`src/hdl/owpw_pkg.sv`:
```
// Shared types and constants for the OLED window pixel writer.
package owpw_pkg;

  // Panel geometry
  localparam int unsigned DisplayWidth  = 128;
  localparam int unsigned DisplayHeight = 128;

  // Field widths
  localparam int unsigned CoordW = 7;
  localparam int unsigned ByteW  = 8;
  localparam int unsigned ColorW = 16;

  // APB register map
  localparam int unsigned ApbAddrW = 4;
  localparam int unsigned ApbDataW = 32;

  typedef enum logic [1:0] {
    RegSetColumn = 2'd0,
    RegSetRow    = 2'd1,
    RegWriteRam  = 2'd2
  } reg_idx_e;

  // Reset values of the command codes
  localparam logic [ByteW-1:0] SetColumnReset = 8'd21;
  localparam logic [ByteW-1:0] SetRowReset    = 8'd117;
  localparam logic [ByteW-1:0] WriteRamReset  = 8'd92;

  // RGB565 channel masks
  localparam logic [ColorW-1:0] RedMask   = 16'hF800;
  localparam logic [ColorW-1:0] GreenMask = 16'h07E0;
  localparam logic [ColorW-1:0] BlueMask  = 16'h001F;

  // Command codes as programmed over APB
  typedef struct packed {
    logic [ByteW-1:0] set_column;
    logic [ByteW-1:0] set_row;
    logic [ByteW-1:0] write_ram;
  } cmd_codes_t;

  // One emitted pixel
  typedef struct packed {
    logic [CoordW-1:0] x;
    logic [CoordW-1:0] y;
    logic [ColorW-1:0] color;
  } pixel_t;

endpackage

```
`src/hdl/owpw_if.sv`:
```
// Stream interfaces: incoming bus bytes and outgoing pixels.
interface owpw_byte_if;
  import owpw_pkg::*;
  logic             valid;
  logic             ready;
  logic             is_command;
  logic [ByteW-1:0] bus_byte;

  modport source (output valid, output is_command, output bus_byte, input ready);
  modport sink   (input valid, input is_command, input bus_byte, output ready);
endinterface

interface owpw_pixel_if;
  import owpw_pkg::*;
  logic              valid;
  logic              ready;
  logic [CoordW-1:0] pixel_x;
  logic [CoordW-1:0] pixel_y;
  logic [ColorW-1:0] pixel_color;

  modport source (output valid, output pixel_x, output pixel_y, output pixel_color,
                  input ready);
  modport sink   (input valid, input pixel_x, input pixel_y, input pixel_color,
                  output ready);
endinterface

```
`src/hdl/owpw_cfg_regs.sv`:
```
// APB register block holding the three command codes.
module owpw_cfg_regs import owpw_pkg::*; (
  input  logic                clk_i,
  input  logic                rst_ni,
  input  logic                psel,
  input  logic                penable,
  input  logic                pwrite,
  input  logic [ApbAddrW-1:0] paddr,
  input  logic [ApbDataW-1:0] pwdata,
  output logic [ApbDataW-1:0] prdata,
  output logic                pready,
  output cmd_codes_t          codes_o
);

  cmd_codes_t codes_q, codes_d;
  logic       wr_en;
  reg_idx_e   idx;

  assign pready = 1'b1;
  assign wr_en  = psel & penable & pwrite;
  assign idx    = reg_idx_e'(paddr[3:2]);

  // Write decode; addresses past the map are dropped
  always_comb begin
    codes_d = codes_q;
    if (wr_en) begin
      unique case (idx)
        RegSetColumn: codes_d.set_column = pwdata[ByteW-1:0];
        RegSetRow:    codes_d.set_row    = pwdata[ByteW-1:0];
        RegWriteRam:  codes_d.write_ram  = pwdata[ByteW-1:0];
        default:      ;
      endcase
    end
  end

  // Read decode
  always_comb begin
    prdata = '0;
    unique case (idx)
      RegSetColumn: prdata[ByteW-1:0] = codes_q.set_column;
      RegSetRow:    prdata[ByteW-1:0] = codes_q.set_row;
      RegWriteRam:  prdata[ByteW-1:0] = codes_q.write_ram;
      default:      prdata = '0;
    endcase
  end

  always_ff @(posedge clk_i or negedge rst_ni) begin
    if (!rst_ni) begin
      codes_q.set_column <= SetColumnReset;
      codes_q.set_row    <= SetRowReset;
      codes_q.write_ram  <= WriteRamReset;
    end else begin
      codes_q <= codes_d;
    end
  end

  assign codes_o = codes_q;

endmodule

```
`src/hdl/owpw_window_ctrl.sv`:
```
// Command decode, address window registers and cursor update.
module owpw_window_ctrl import owpw_pkg::*; (
  input  logic             clk_i,
  input  logic             rst_ni,
  input  logic             take_i,
  input  logic             is_command_i,
  input  logic [ByteW-1:0] bus_byte_i,
  input  cmd_codes_t       codes_i,
  output logic             pix_valid_o,
  output pixel_t           pix_o
);

  localparam logic [CoordW-1:0] ColMax = CoordW'(DisplayWidth - 1);
  localparam logic [CoordW-1:0] RowMax = CoordW'(DisplayHeight - 1);

  logic [ByteW-1:0]  cmd_q, cmd_d;
  logic              phase_q, phase_d;
  logic [CoordW-1:0] col_start_q, col_start_d, col_end_q, col_end_d;
  logic [CoordW-1:0] row_start_q, row_start_d, row_end_q, row_end_d;
  logic [CoordW-1:0] cur_x_q, cur_x_d, cur_y_q, cur_y_d;
  logic [ByteW-1:0]  high_q, high_d;

  logic              is_col, is_row, is_ram;
  logic [CoordW-1:0] col_val, row_val;
  logic [CoordW:0]   x_inc, y_inc;
  logic [ColorW-1:0] color;

  // Command match, set-column first
  assign is_col = (cmd_q == codes_i.set_column);
  assign is_row = !is_col && (cmd_q == codes_i.set_row);
  assign is_ram = !is_col && !is_row && (cmd_q == codes_i.write_ram);

  // Saturate coordinates to the panel size
  assign col_val = ({1'b0, bus_byte_i} >= 9'(DisplayWidth))  ? ColMax
                                                             : bus_byte_i[CoordW-1:0];
  assign row_val = ({1'b0, bus_byte_i} >= 9'(DisplayHeight)) ? RowMax
                                                             : bus_byte_i[CoordW-1:0];

  assign x_inc = {1'b0, cur_x_q} + 1'b1;
  assign y_inc = {1'b0, cur_y_q} + 1'b1;

  assign color = (({high_q, bus_byte_i} & RedMask) |
                  ({high_q, bus_byte_i} & GreenMask) |
                  ({high_q, bus_byte_i} & BlueMask));

  // Next-state logic for one byte
  always_comb begin
    cmd_d       = cmd_q;
    phase_d     = phase_q;
    col_start_d = col_start_q;
    col_end_d   = col_end_q;
    row_start_d = row_start_q;
    row_end_d   = row_end_q;
    cur_x_d     = cur_x_q;
    cur_y_d     = cur_y_q;
    high_d      = high_q;
    pix_valid_o = 1'b0;
    pix_o.x     = cur_x_q;
    pix_o.y     = cur_y_q;
    pix_o.color = color;

    if (take_i) begin
      if (is_command_i) begin
        cmd_d   = bus_byte_i;
        phase_d = 1'b0;
      end else if (is_col) begin
        if (!phase_q) begin
          col_start_d = col_val;
          cur_x_d     = col_val;
          phase_d     = 1'b1;
        end else begin
          col_end_d = col_val;
        end
      end else if (is_row) begin
        if (!phase_q) begin
          row_start_d = row_val;
          cur_y_d     = row_val;
          phase_d     = 1'b1;
        end else begin
          row_end_d = row_val;
        end
      end else if (is_ram) begin
        if (!phase_q) begin
          high_d  = bus_byte_i;
          phase_d = 1'b1;
        end else begin
          phase_d     = 1'b0;
          pix_valid_o = 1'b1;
          // Advance and wrap inside the window
          if (x_inc > {1'b0, col_end_q}) begin
            cur_x_d = col_start_q;
            if (y_inc > {1'b0, row_end_q}) begin
              cur_y_d = row_start_q;
            end else begin
              cur_y_d = y_inc[CoordW-1:0];
            end
          end else begin
            cur_x_d = x_inc[CoordW-1:0];
          end
        end
      end
    end
  end

  always_ff @(posedge clk_i or negedge rst_ni) begin
    if (!rst_ni) begin
      cmd_q       <= '0;
      phase_q     <= 1'b0;
      col_start_q <= '0;
      col_end_q   <= '0;
      row_start_q <= '0;
      row_end_q   <= '0;
      cur_x_q     <= '0;
      cur_y_q     <= '0;
      high_q      <= '0;
    end else begin
      cmd_q       <= cmd_d;
      phase_q     <= phase_d;
      col_start_q <= col_start_d;
      col_end_q   <= col_end_d;
      row_start_q <= row_start_d;
      row_end_q   <= row_end_d;
      cur_x_q     <= cur_x_d;
      cur_y_q     <= cur_y_d;
      high_q      <= high_d;
    end
  end

`ifndef SYNTHESIS
  // A pixel only leaves on the second byte of a pair
  a_pix_needs_phase: assert property (@(posedge clk_i) disable iff (!rst_ni)
    pix_valid_o |-> (phase_q && !is_command_i && take_i))
    else $error("pixel emitted without a held high byte");

  // A command byte always restarts the byte phase
  a_cmd_clears_phase: assert property (@(posedge clk_i) disable iff (!rst_ni)
    (take_i && is_command_i) |=> !phase_q)
    else $error("byte phase not cleared by command");
`endif

endmodule

```
`src/hdl/owpw_out_stage.sv`:
```
// Output register with a skid entry so input can flow while the sink stalls.
module owpw_out_stage import owpw_pkg::*; (
  input  logic   clk_i,
  input  logic   rst_ni,
  input  logic   push_i,
  input  pixel_t pix_i,
  output logic   space_o,
  output logic   out_valid_o,
  input  logic   out_ready_i,
  output pixel_t out_pix_o
);

  logic   out_valid_q, out_valid_d;
  logic   skid_q, skid_d;
  pixel_t out_q, out_d, skid_pix_q, skid_pix_d;
  logic   stalled;

  assign stalled = out_valid_q && !out_ready_i;
  assign space_o = !skid_q;

  // Steer new results into the output register or the skid entry
  always_comb begin
    out_valid_d = out_valid_q;
    skid_d      = skid_q;
    out_d       = out_q;
    skid_pix_d  = skid_pix_q;
    if (stalled) begin
      if (push_i) begin
        skid_d     = 1'b1;
        skid_pix_d = pix_i;
      end
    end else if (skid_q) begin
      out_valid_d = 1'b1;
      out_d       = skid_pix_q;
      skid_d      = 1'b0;
    end else begin
      out_valid_d = push_i;
      out_d       = pix_i;
    end
  end

  always_ff @(posedge clk_i or negedge rst_ni) begin
    if (!rst_ni) begin
      out_valid_q <= 1'b0;
      skid_q      <= 1'b0;
    end else begin
      out_valid_q <= out_valid_d;
      skid_q      <= skid_d;
    end
  end

  // Payload, no reset
  always_ff @(posedge clk_i) begin
    out_q      <= out_d;
    skid_pix_q <= skid_pix_d;
  end

  assign out_valid_o = out_valid_q;
  assign out_pix_o   = out_q;

`ifndef SYNTHESIS
  // The skid entry is only filled behind a held result
  a_skid_behind_out: assert property (@(posedge clk_i) disable iff (!rst_ni)
    skid_q |-> out_valid_q)
    else $error("skid entry full while output empty");

  // A result pushed while stalled lands in the skid entry
  a_push_to_skid: assert property (@(posedge clk_i) disable iff (!rst_ni)
    (push_i && stalled) |=> skid_q)
    else $error("stalled push lost");

  // No push may arrive while the skid entry is occupied
  a_no_push_when_full: assert property (@(posedge clk_i) disable iff (!rst_ni)
    skid_q |-> !push_i)
    else $error("push into full output stage");
`endif

endmodule

```
`src/hdl/oled_window_pixel_writer.sv`:
```
// Output: each pixel is registered in the output stage, or in the skid entry while the sink stalls.
// Throughput: one byte per cycle; the skid entry keeps input flowing for one
// extra pixel while the sink stalls, after which input ready drops.
// Reset: asynchronous, active low; clears window, cursor, command and phase
// state, and loads the command codes with 21, 117 and 92.
module oled_window_pixel_writer import owpw_pkg::*; (
  input  logic                clk_i,
  input  logic                rst_ni,
  owpw_byte_if.sink           in_byte,
  owpw_pixel_if.source        out_pixel,
  input  logic                psel,
  input  logic                penable,
  input  logic                pwrite,
  input  logic [ApbAddrW-1:0] paddr,
  input  logic [ApbDataW-1:0] pwdata,
  output logic [ApbDataW-1:0] prdata,
  output logic                pready
);

  cmd_codes_t codes;
  logic       space;
  logic       take;
  logic       pix_valid;
  pixel_t     pix, out_pix;

  // Byte transfer on valid and ready
  assign in_byte.ready = space;
  assign take          = in_byte.valid & space;

  owpw_cfg_regs u_cfg (
    .clk_i   (clk_i),
    .rst_ni  (rst_ni),
    .psel    (psel),
    .penable (penable),
    .pwrite  (pwrite),
    .paddr   (paddr),
    .pwdata  (pwdata),
    .prdata  (prdata),
    .pready  (pready),
    .codes_o (codes)
  );

  owpw_window_ctrl u_ctrl (
    .clk_i        (clk_i),
    .rst_ni       (rst_ni),
    .take_i       (take),
    .is_command_i (in_byte.is_command),
    .bus_byte_i   (in_byte.bus_byte),
    .codes_i      (codes),
    .pix_valid_o  (pix_valid),
    .pix_o        (pix)
  );

  owpw_out_stage u_out (
    .clk_i       (clk_i),
    .rst_ni      (rst_ni),
    .push_i      (pix_valid),
    .pix_i       (pix),
    .space_o     (space),
    .out_valid_o (out_pixel.valid),
    .out_ready_i (out_pixel.ready),
    .out_pix_o   (out_pix)
  );

  assign out_pixel.pixel_x     = out_pix.x;
  assign out_pixel.pixel_y     = out_pix.y;
  assign out_pixel.pixel_color = out_pix.color;

endmodule

```
`src/flat_wrapper.sv`:
```
// flat-port wrapper written by rule: the top's interface ports become plain ports
module oled_window_pixel_writer_flat import owpw_pkg::*;
  (clk_i, rst_ni, psel, penable, pwrite, paddr, pwdata, prdata, pready, in_byte_valid, in_byte_is_command, in_byte_bus_byte, in_byte_ready, out_pixel_valid, out_pixel_pixel_x, out_pixel_pixel_y, out_pixel_pixel_color, out_pixel_ready);
  owpw_byte_if in_byte_i ();
  owpw_pixel_if out_pixel_i ();
  input  logic clk_i;
  input  logic rst_ni;
  input  logic psel;
  input  logic penable;
  input  logic pwrite;
  input  logic [ApbAddrW-1:0] paddr;
  input  logic [ApbDataW-1:0] pwdata;
  output logic [ApbDataW-1:0] prdata;
  output logic pready;
  input wire logic [$bits(in_byte_i.valid)-1:0] in_byte_valid;
  input wire logic [$bits(in_byte_i.is_command)-1:0] in_byte_is_command;
  input wire logic [$bits(in_byte_i.bus_byte)-1:0] in_byte_bus_byte;
  output wire logic [$bits(in_byte_i.ready)-1:0] in_byte_ready;
  output wire logic [$bits(out_pixel_i.valid)-1:0] out_pixel_valid;
  output wire logic [$bits(out_pixel_i.pixel_x)-1:0] out_pixel_pixel_x;
  output wire logic [$bits(out_pixel_i.pixel_y)-1:0] out_pixel_pixel_y;
  output wire logic [$bits(out_pixel_i.pixel_color)-1:0] out_pixel_pixel_color;
  input wire logic [$bits(out_pixel_i.ready)-1:0] out_pixel_ready;
  assign in_byte_i.valid = in_byte_valid;
  assign in_byte_i.is_command = in_byte_is_command;
  assign in_byte_i.bus_byte = in_byte_bus_byte;
  assign in_byte_ready = in_byte_i.ready;
  assign out_pixel_valid = out_pixel_i.valid;
  assign out_pixel_pixel_x = out_pixel_i.pixel_x;
  assign out_pixel_pixel_y = out_pixel_i.pixel_y;
  assign out_pixel_pixel_color = out_pixel_i.pixel_color;
  assign out_pixel_i.ready = out_pixel_ready;
  oled_window_pixel_writer u_core (.clk_i(clk_i), .rst_ni(rst_ni), .in_byte(in_byte_i), .out_pixel(out_pixel_i), .psel(psel), .penable(penable), .pwrite(pwrite), .paddr(paddr), .pwdata(pwdata), .prdata(prdata), .pready(pready));
endmodule
```
`config.mk`:
```
export PLATFORM = sky130hd
export DESIGN_NAME = oled_window_pixel_writer_flat
export DESIGN_NICKNAME = d
export VERILOG_FILES = /design/src/hdl/owpw_pkg.sv /design/src/hdl/owpw_if.sv /design/src/hdl/owpw_cfg_regs.sv /design/src/hdl/owpw_window_ctrl.sv /design/src/hdl/owpw_out_stage.sv /design/src/hdl/oled_window_pixel_writer.sv /design/src/flat_wrapper.sv
export SDC_FILE = /design/constraint.sdc
export NUM_CORES = 1
export LEC_CHECK = 0
export ABC_CLOCK_PERIOD_IN_PS = 6410
export BUFFER_PORTS_ARGS = -buffer_cell sky130_fd_sc_hd__buf_4
export CORE_MARGIN = 2
export CORE_UTILIZATION = 57
export CTS_CLUSTER_DIAMETER = 40
export DETAILED_ROUTE_END_ITERATION = 8
export GPL_ROUTABILITY_DRIVEN = 0
export PLACE_DENSITY = 0.86
export SLEW_MARGIN = 20
export SYNTH_ARGS = -nofsm -noshare
export SYNTH_HDL_FRONTEND = slang
export SYNTH_SLANG_ARGS = --single-unit
export TNS_END_PERCENT = 30
```
`constraint.sdc`:
```
create_clock -name clk_i -period 6.41 [get_ports clk_i]
set_input_delay 0.641 -clock clk_i [delete_from_list [all_inputs] [get_ports clk_i]]
set_output_delay 0.641 -clock clk_i [all_outputs]
set_load 0.01 [all_outputs]
```
=== Word-level counts from Yosys, hierarchy flattened ===
Cells that the tools add are included.

* Bits in registers: 145
* Input bits: 52
* Output and inout bits: 65
* Logic and storage cells: 99

* Add/subtract/negate cells: 2
* Magnitude comparators: 3
* Equality and inequality tests: 9
* Multiplexer cells: 28
* Bitwise logic cells: 9
* Reductions and logical operators: 28

{| class="wikitable"
|+ Operator list
! cell !! number
|-
| 2-to-1 mux 7 bit || 12
|-
| 2-to-1 mux 30 bit || 1
|-
| equality test 8 bit || 3
|-
| one-hot mux 8 bit (3 select lines) || 1
|-
| adder 7 x 1 -> 8 bit, second input constant || 2
|-
| > comparator 8 x 7 -> 1 bit || 2
|-
| OR 16 x 11 -> 16 bit || 1
|-
| OR 16 x 5 -> 16 bit || 1
|-
| 2-to-1 mux 1 bit || 14
|-
| AND reduction 2 bit || 6
|-
| AND reduction 6 bit || 2
|-
| AND reduction 5 bit || 2
|-
| nonzero test 2 bit || 5
|-
| >= comparator 8 bit, second input constant || 1
|-
| inequality test 2 bit, second input constant || 4
|-
| AND reduction 4 bit || 2
|-
| AND reduction 7 bit || 1
|-
| logical AND 1 bit || 4
|-
| zero test 1 bit || 4
|-
| inverter 1 bit || 4
|-
| nonzero test 4 bit || 1
|-
| AND 1 bit || 3
|-
| equality test 2 x 1 -> 1 bit, second input constant || 1
|-
| equality test 2 bit, second input constant || 1
|-
| zero test 2 bit || 1
|}

=== Longest topological paths before layout ===
* Depth in word-level cells: 13
* Depth in mapped cells: 12
* Mapped depth without buffers: 11

=== By module ===
From an unflattened synthesis, not the netlist that was laid out.

* Cell total of the unflattened synthesis: 569
* Area total of the unflattened synthesis: 7312.0 um^2

{| class="wikitable"
|+ By module, submodules not included
! module !! instances !! cells an instance !! area an instance (um^2) !! seq. area each (um^2)
|-
| owpw_window_ctrl || 1 || 357 || 3562.2 || 1476.4
|-
| owpw_out_stage || 1 || 103 || 2394.8 || 1851.8
|-
| owpw_cfg_regs || 1 || 108 || 1348.8 || 615.6
|-
| oled_window_pixel_writer || 1 || 1 || 6.3 || 0.0
|}

=== Least setup slack after synthesis ===
OpenSTA, ideal clock, no wires.

* Path kind: input port to flip-flop
* Start point: input port out_pixel_ready
* End point: register u_core.u_out.skid_pix_q[0] (netlist bit) (enable)
* Setup time: 493 ps
* Arrival time: 4463 ps
* Required time: 5917 ps
* Path slack: 1454 ps
* Cell stages on the path: 2
* Path buffers: 0
* Path through: nand2b_1 nor4_1

* Longest elaborated chain between the ends: 3

{| class="wikitable"
|+ Ends and longest elaborated chain
! item !! line !! text
|-
| start: declaration || flat_wrapper.sv:23 || <nowiki>input wire logic [$bits(out_pixel_i.ready)-1:0] out_pixel_ready;</nowiki>
|-
| zero test 1 bit || owpw_out_stage.sv:18 || <nowiki>assign stalled = out_valid_q && !out_ready_i;</nowiki>
|-
| logical AND 1 bit || owpw_out_stage.sv:18 ||
|-
| AND reduction 2 bit (no source line) || n/a ||
|-
| end signal: assignment || owpw_out_stage.sv:55 || <nowiki>skid_pix_q <= skid_pix_d;</nowiki>
|-
| end: declaration || owpw_out_stage.sv:15 || <nowiki>pixel_t out_q, out_d, skid_pix_q, skid_pix_d;</nowiki>
|}

Every way passes these cells.
A chain may end at the register's enable or synchronous reset.

=== Worst setup path in the final report ===
* Start point: register u_core.u_ctrl.cur_x_q[0]
* End point: register u_core.u_ctrl.cur_y_q[5]

* Longest elaborated chain between the ends: 4

{| class="wikitable"
|+ Ends and longest elaborated chain
! item !! line !! text
|-
| start: declaration || owpw_window_ctrl.sv:20 || <nowiki>logic [CoordW-1:0] cur_x_q, cur_x_d, cur_y_q, cur_y_d;</nowiki>
|-
| start signal: assignment || owpw_window_ctrl.sv:123 || <nowiki>cur_x_q <= cur_x_d;</nowiki>
|-
| adder 7 x 1 -> 8 bit || owpw_window_ctrl.sv:39 || <nowiki>assign x_inc = {1'b0, cur_x_q} + 1'b1;</nowiki>
|-
| > comparator 8 x 7 -> 1 bit || owpw_window_ctrl.sv:90 || <nowiki>if (x_inc > {1'b0, col_end_q}) begin</nowiki>
|-
| nonzero test 2 bit (no source line) || n/a ||
|-
| AND reduction 7 bit (no source line) || n/a ||
|-
| end signal: assignment || owpw_window_ctrl.sv:124 || <nowiki>cur_y_q <= cur_y_d;</nowiki>
|-
| end: declaration || owpw_window_ctrl.sv:20 ||
|}

Every way passes these cells.

==> summary.md <==
* **# rows** 40
* **transition time at the pin with the least slew margin** 0.9794 ns
* **Seq/Total Area, Yosys** 56.08%
* **Max Clock Skew** 0.01427 ns
* **Hold Violations, Final** 0
* **number of gates given a new drive strength after cts** 0
* **Initial Util** 58.55%
* **fin. max-slew vios** 0
* **detailed-route via count** 4664
* **data arrival time of the critical path** 3.51 ns
* **hold bufs inserted after CTS** 0
* **type of the worst setup path** flop to flop
* **cell with the biggest individual delay on the critical path** dfrtp_1
* **IO buf count** 65
* **number of CTS-inserted buffers** 17
* **number of warnings issued by yosys** 0
* **clock insertion delay at the later pin of the skew report** 0.43 ns
* **commonest cells after routing, fill and taps aside** 73 x dfrtp_1, 67 x mux2_2, 67 x buf_4
* **Setup Buffers After CTS** 0
* **Clock transition at path regs** 0.06 ns
* **number of global-route vias before repair** 4992
* **outcome** finished, final reports clean
* **Setup violations, final** 0
* **post-route minimum period** 3.213 ns
* **Routed Antenna Nets** 0
* **setup tns final** 0 ns
* **Worst EP required** 6.71 ns
* **power per standard cell area** 330.4 mW/mm²
* **clock sink count** 145
* **Worst path depth** 11
* **leakage component of the power** 3.568 nW
* **CTS tree** done
* **worst setup margin** 3.197 ns
* **via/cell ratio** 5.941
* **share of async-settable or async-resettable flops after synthesis** 58.62%
* **type of origin of the critical path** flop
* **ports placed on the boundary** 117
* **number of max-cap violations** 0
* **die width** 115.1 µm
* **flops & latches, synth** 145
* **Hold WC Path Type** input port to asynchronous set/reset pin
* **worst path bufs/invs** 0
* **maximum number of pins on one net before global-route repair** 86
* **DRT iter0 DRCs** 470
* **crit-path max cell delay** 0.55 ns
* **start point of the critical path** u_core.u_ctrl.cur_x_q[0]
* **total routed wirelength** 15300 µm
* **wire length per cell after detailed routing** 19.49 µm
* **total core area** 0.01201 mm²
* **number of antenna violations at the first check in global routing** 0
* **Max transition margin** 34.17%
* **total die area** 0.01324 mm²
* **H-tree lvl count** 4
* **most common cell after layout, fill and taps aside** dfrtp_1
* **Post-Synthesis Cell Area** 0.007033 mm²
* **Tcrit/Tclk final** 50.12%
* **DRC** 0
* **first-pass GRT wire length** 24810 µm
* **CP top delay family** compound AO/OA/AOI/OAI gates
* **root buf cell** clkbuf_16
* **syn avg cell area** 12.65 µm²
* **worst path cell trace** ha_1 -> and3_1 -> nand3_1 -> xnor2_1 -> ha_1 -> nand3_1 -> nor2_1 -> o22ai_1 -> o21ai_1 -> a21oi_4 -> mux2_2
* **post-route design area** 0.008190 mm²
* **Worst R2R Path Depth** 11
* **layout net count** 696
* **area overhead of the layout relative to synthesis** 16.46%
* **Detailed Routing Iterations Pass 1** 5
* **worst supply voltage drop on vdd** 0.0001931 V
* **final worst hold slack** 0.2712 ns
* **critical path endpoint category** flop
* **number of enable-type register cells in the synthesized netlist** 60
* **unrepaired setup endpoints after global routing** false
* **die height** 115.1 µm
* **dpl cell area** 0.007565 mm²
* **Cell variety after synth** 58
* **cell count after synthesis** 556
* **combined global-route utilization of all metal layers** 24.69%
* **maximum count of clock buffers along a single path** 2
* **power after layout** 0.002706 W
* **total congestion overflow** 0
* **biggest fanout along the worst timing path** 9
* **most used flip-flop cell after synthesis** dfrtp_1
* **number of diodes added for antenna fixing** 0
* **launch instance of the worst register-to-register path** u_core.u_ctrl.cur_x_q[0]
* **fraction of layout instances using a drive strength above 1** 32.13%
* **post-place setup slack** 3.319 ns
* **DP HPWL** 9762 µm
* **highest clock frequency the design can meet** 311.2 MHz
cells in the mapped netlist, types with 3 or more instances:
library cell	instances	share of area, %
nand2b_1	3	0.27
nor2b_1	5	0.44
nand4_1	5	0.44
dfstp_2	12	4.5
buf_1	5	0.27
buf_4	26	2.8
nor3_1	5	0.36
mux2i_1	14	2.0
ha_1	19	3.4
and3_1	4	0.36
mux2_2	67	11
o31ai_1	6	0.64
buf_2	3	0.21
nand2_1	33	1.8
nor2_1	37	2.0
xor2_1	20	2.5
mux2_4	8	1.7
o21ai_0	28	2.0
dfrtp_1	73	26
a21oi_1	27	1.9
xnor2_1	14	1.7
inv_1	15	0.80
clkbuf_1	7	0.37
nand3_1	10	0.71
edfxtp_1	60	26
a221oi_1	6	0.75
worst reg2reg max path: stages, from the launching register on:
cell and delay [ns]:
dfrtp_1 0.55, ha_1 0.25, and3_1 0.20, nand3_1 0.11
xnor2_1 0.25, ha_1 0.31, nand3_1 0.11, nor2_1 0.05
o22ai_1 0.34, o21ai_1 0.22, a21oi_4 0.33, mux2_2 0.38
through the flow:
stage                     util (%)  cells
after global placement       62.98    753
after global routing         68.19    785
after CTS                    68.16    785
after detailed placement     62.98    753
after floorplan                  -    579
final                        68.19    785
report_power, final:
group	switching [W]	total [W]	internal [W]	leakage [nW]
clock network	0.000411	0.00104	0.000625	0.301
registers	0.0000964	0.00119	0.00109	1.74
logic	0.000254	0.000481	0.000228	1.53
total	0.000761	0.00271	0.00194	3.57
area by class of cell:
type,instances,area (µm²)
Multi-Input combinational cell,377,2867
Fill cell,825,3821
Clock inverter,15,196.4
Timing Repair Buffer,68,514.2
Tap cell,147,183.9
Clock buffer,17,425.4
Inverter,16,60.06
Sequential cell,145,3944
path summary, 6_finish.rpt:
path,endpoint,slack (ns)
worst max-delay path,u_core.u_ctrl.cur_y_q[5],3.20
min in group clk_i,u_core.u_out.skid_pix_q[1],0.44
worst min register to register,u_core.u_ctrl.col_end_q[4],0.48
worst max register to register,u_core.u_ctrl.cur_y_q[5],3.20
worst min-delay path,u_core.u_cfg.codes_o[1],0.27
max in group asynchronous,u_core.u_ctrl.row_end_q[4],5.62
sequential cells by signal, indices dropped and copies added, names as in the netlist:
register and cells:
u_core.u_out.out_pix_o 30, u_core.u_out.skid_pix_q 30, u_core.u_cfg.codes_o 24, u_core.u_ctrl.cmd_q 8, u_core.u_ctrl.high_q 8, u_core.u_ctrl.col_end_q 7, u_core.u_ctrl.col_start_q 7, u_core.u_ctrl.cur_x_q 7
u_core.u_ctrl.cur_y_q 7, u_core.u_ctrl.row_end_q 7, u_core.u_ctrl.row_start_q 7, u_core.u_ctrl.phase_q 1, u_core.u_out.out_valid_o 1, u_core.u_out.skid_q 1
logic make-up (layout without fill, tap and decap cells):
group | count (synthesis) | count (layout) | share of synthesized area (%)
adders and majority gates | 19 | 19 | 3.380
DFF | 145 | 145 | 56.08
and+or+nand+nor | 120 | 120 | 8.984
other | 2 | 25 | 0.1068
buffers and inverters | 57 | 116 | 4.483
AOI/OAI and AO/OA | 89 | 89 | 8.148
xor gates and xnor gates | 34 | 34 | 4.234
muxes | 90 | 90 | 14.59
layer usage:
metal  up-vias  wire, µm  track usage (%)
met5         -         0                0
li1       2107         -                -
met4         0       482            12.61
met3        43       910            6.431
met1      2297      6193            30.31
met2       217      7709            40.59
No activity file was read; power rests on OpenSTA's default activity.
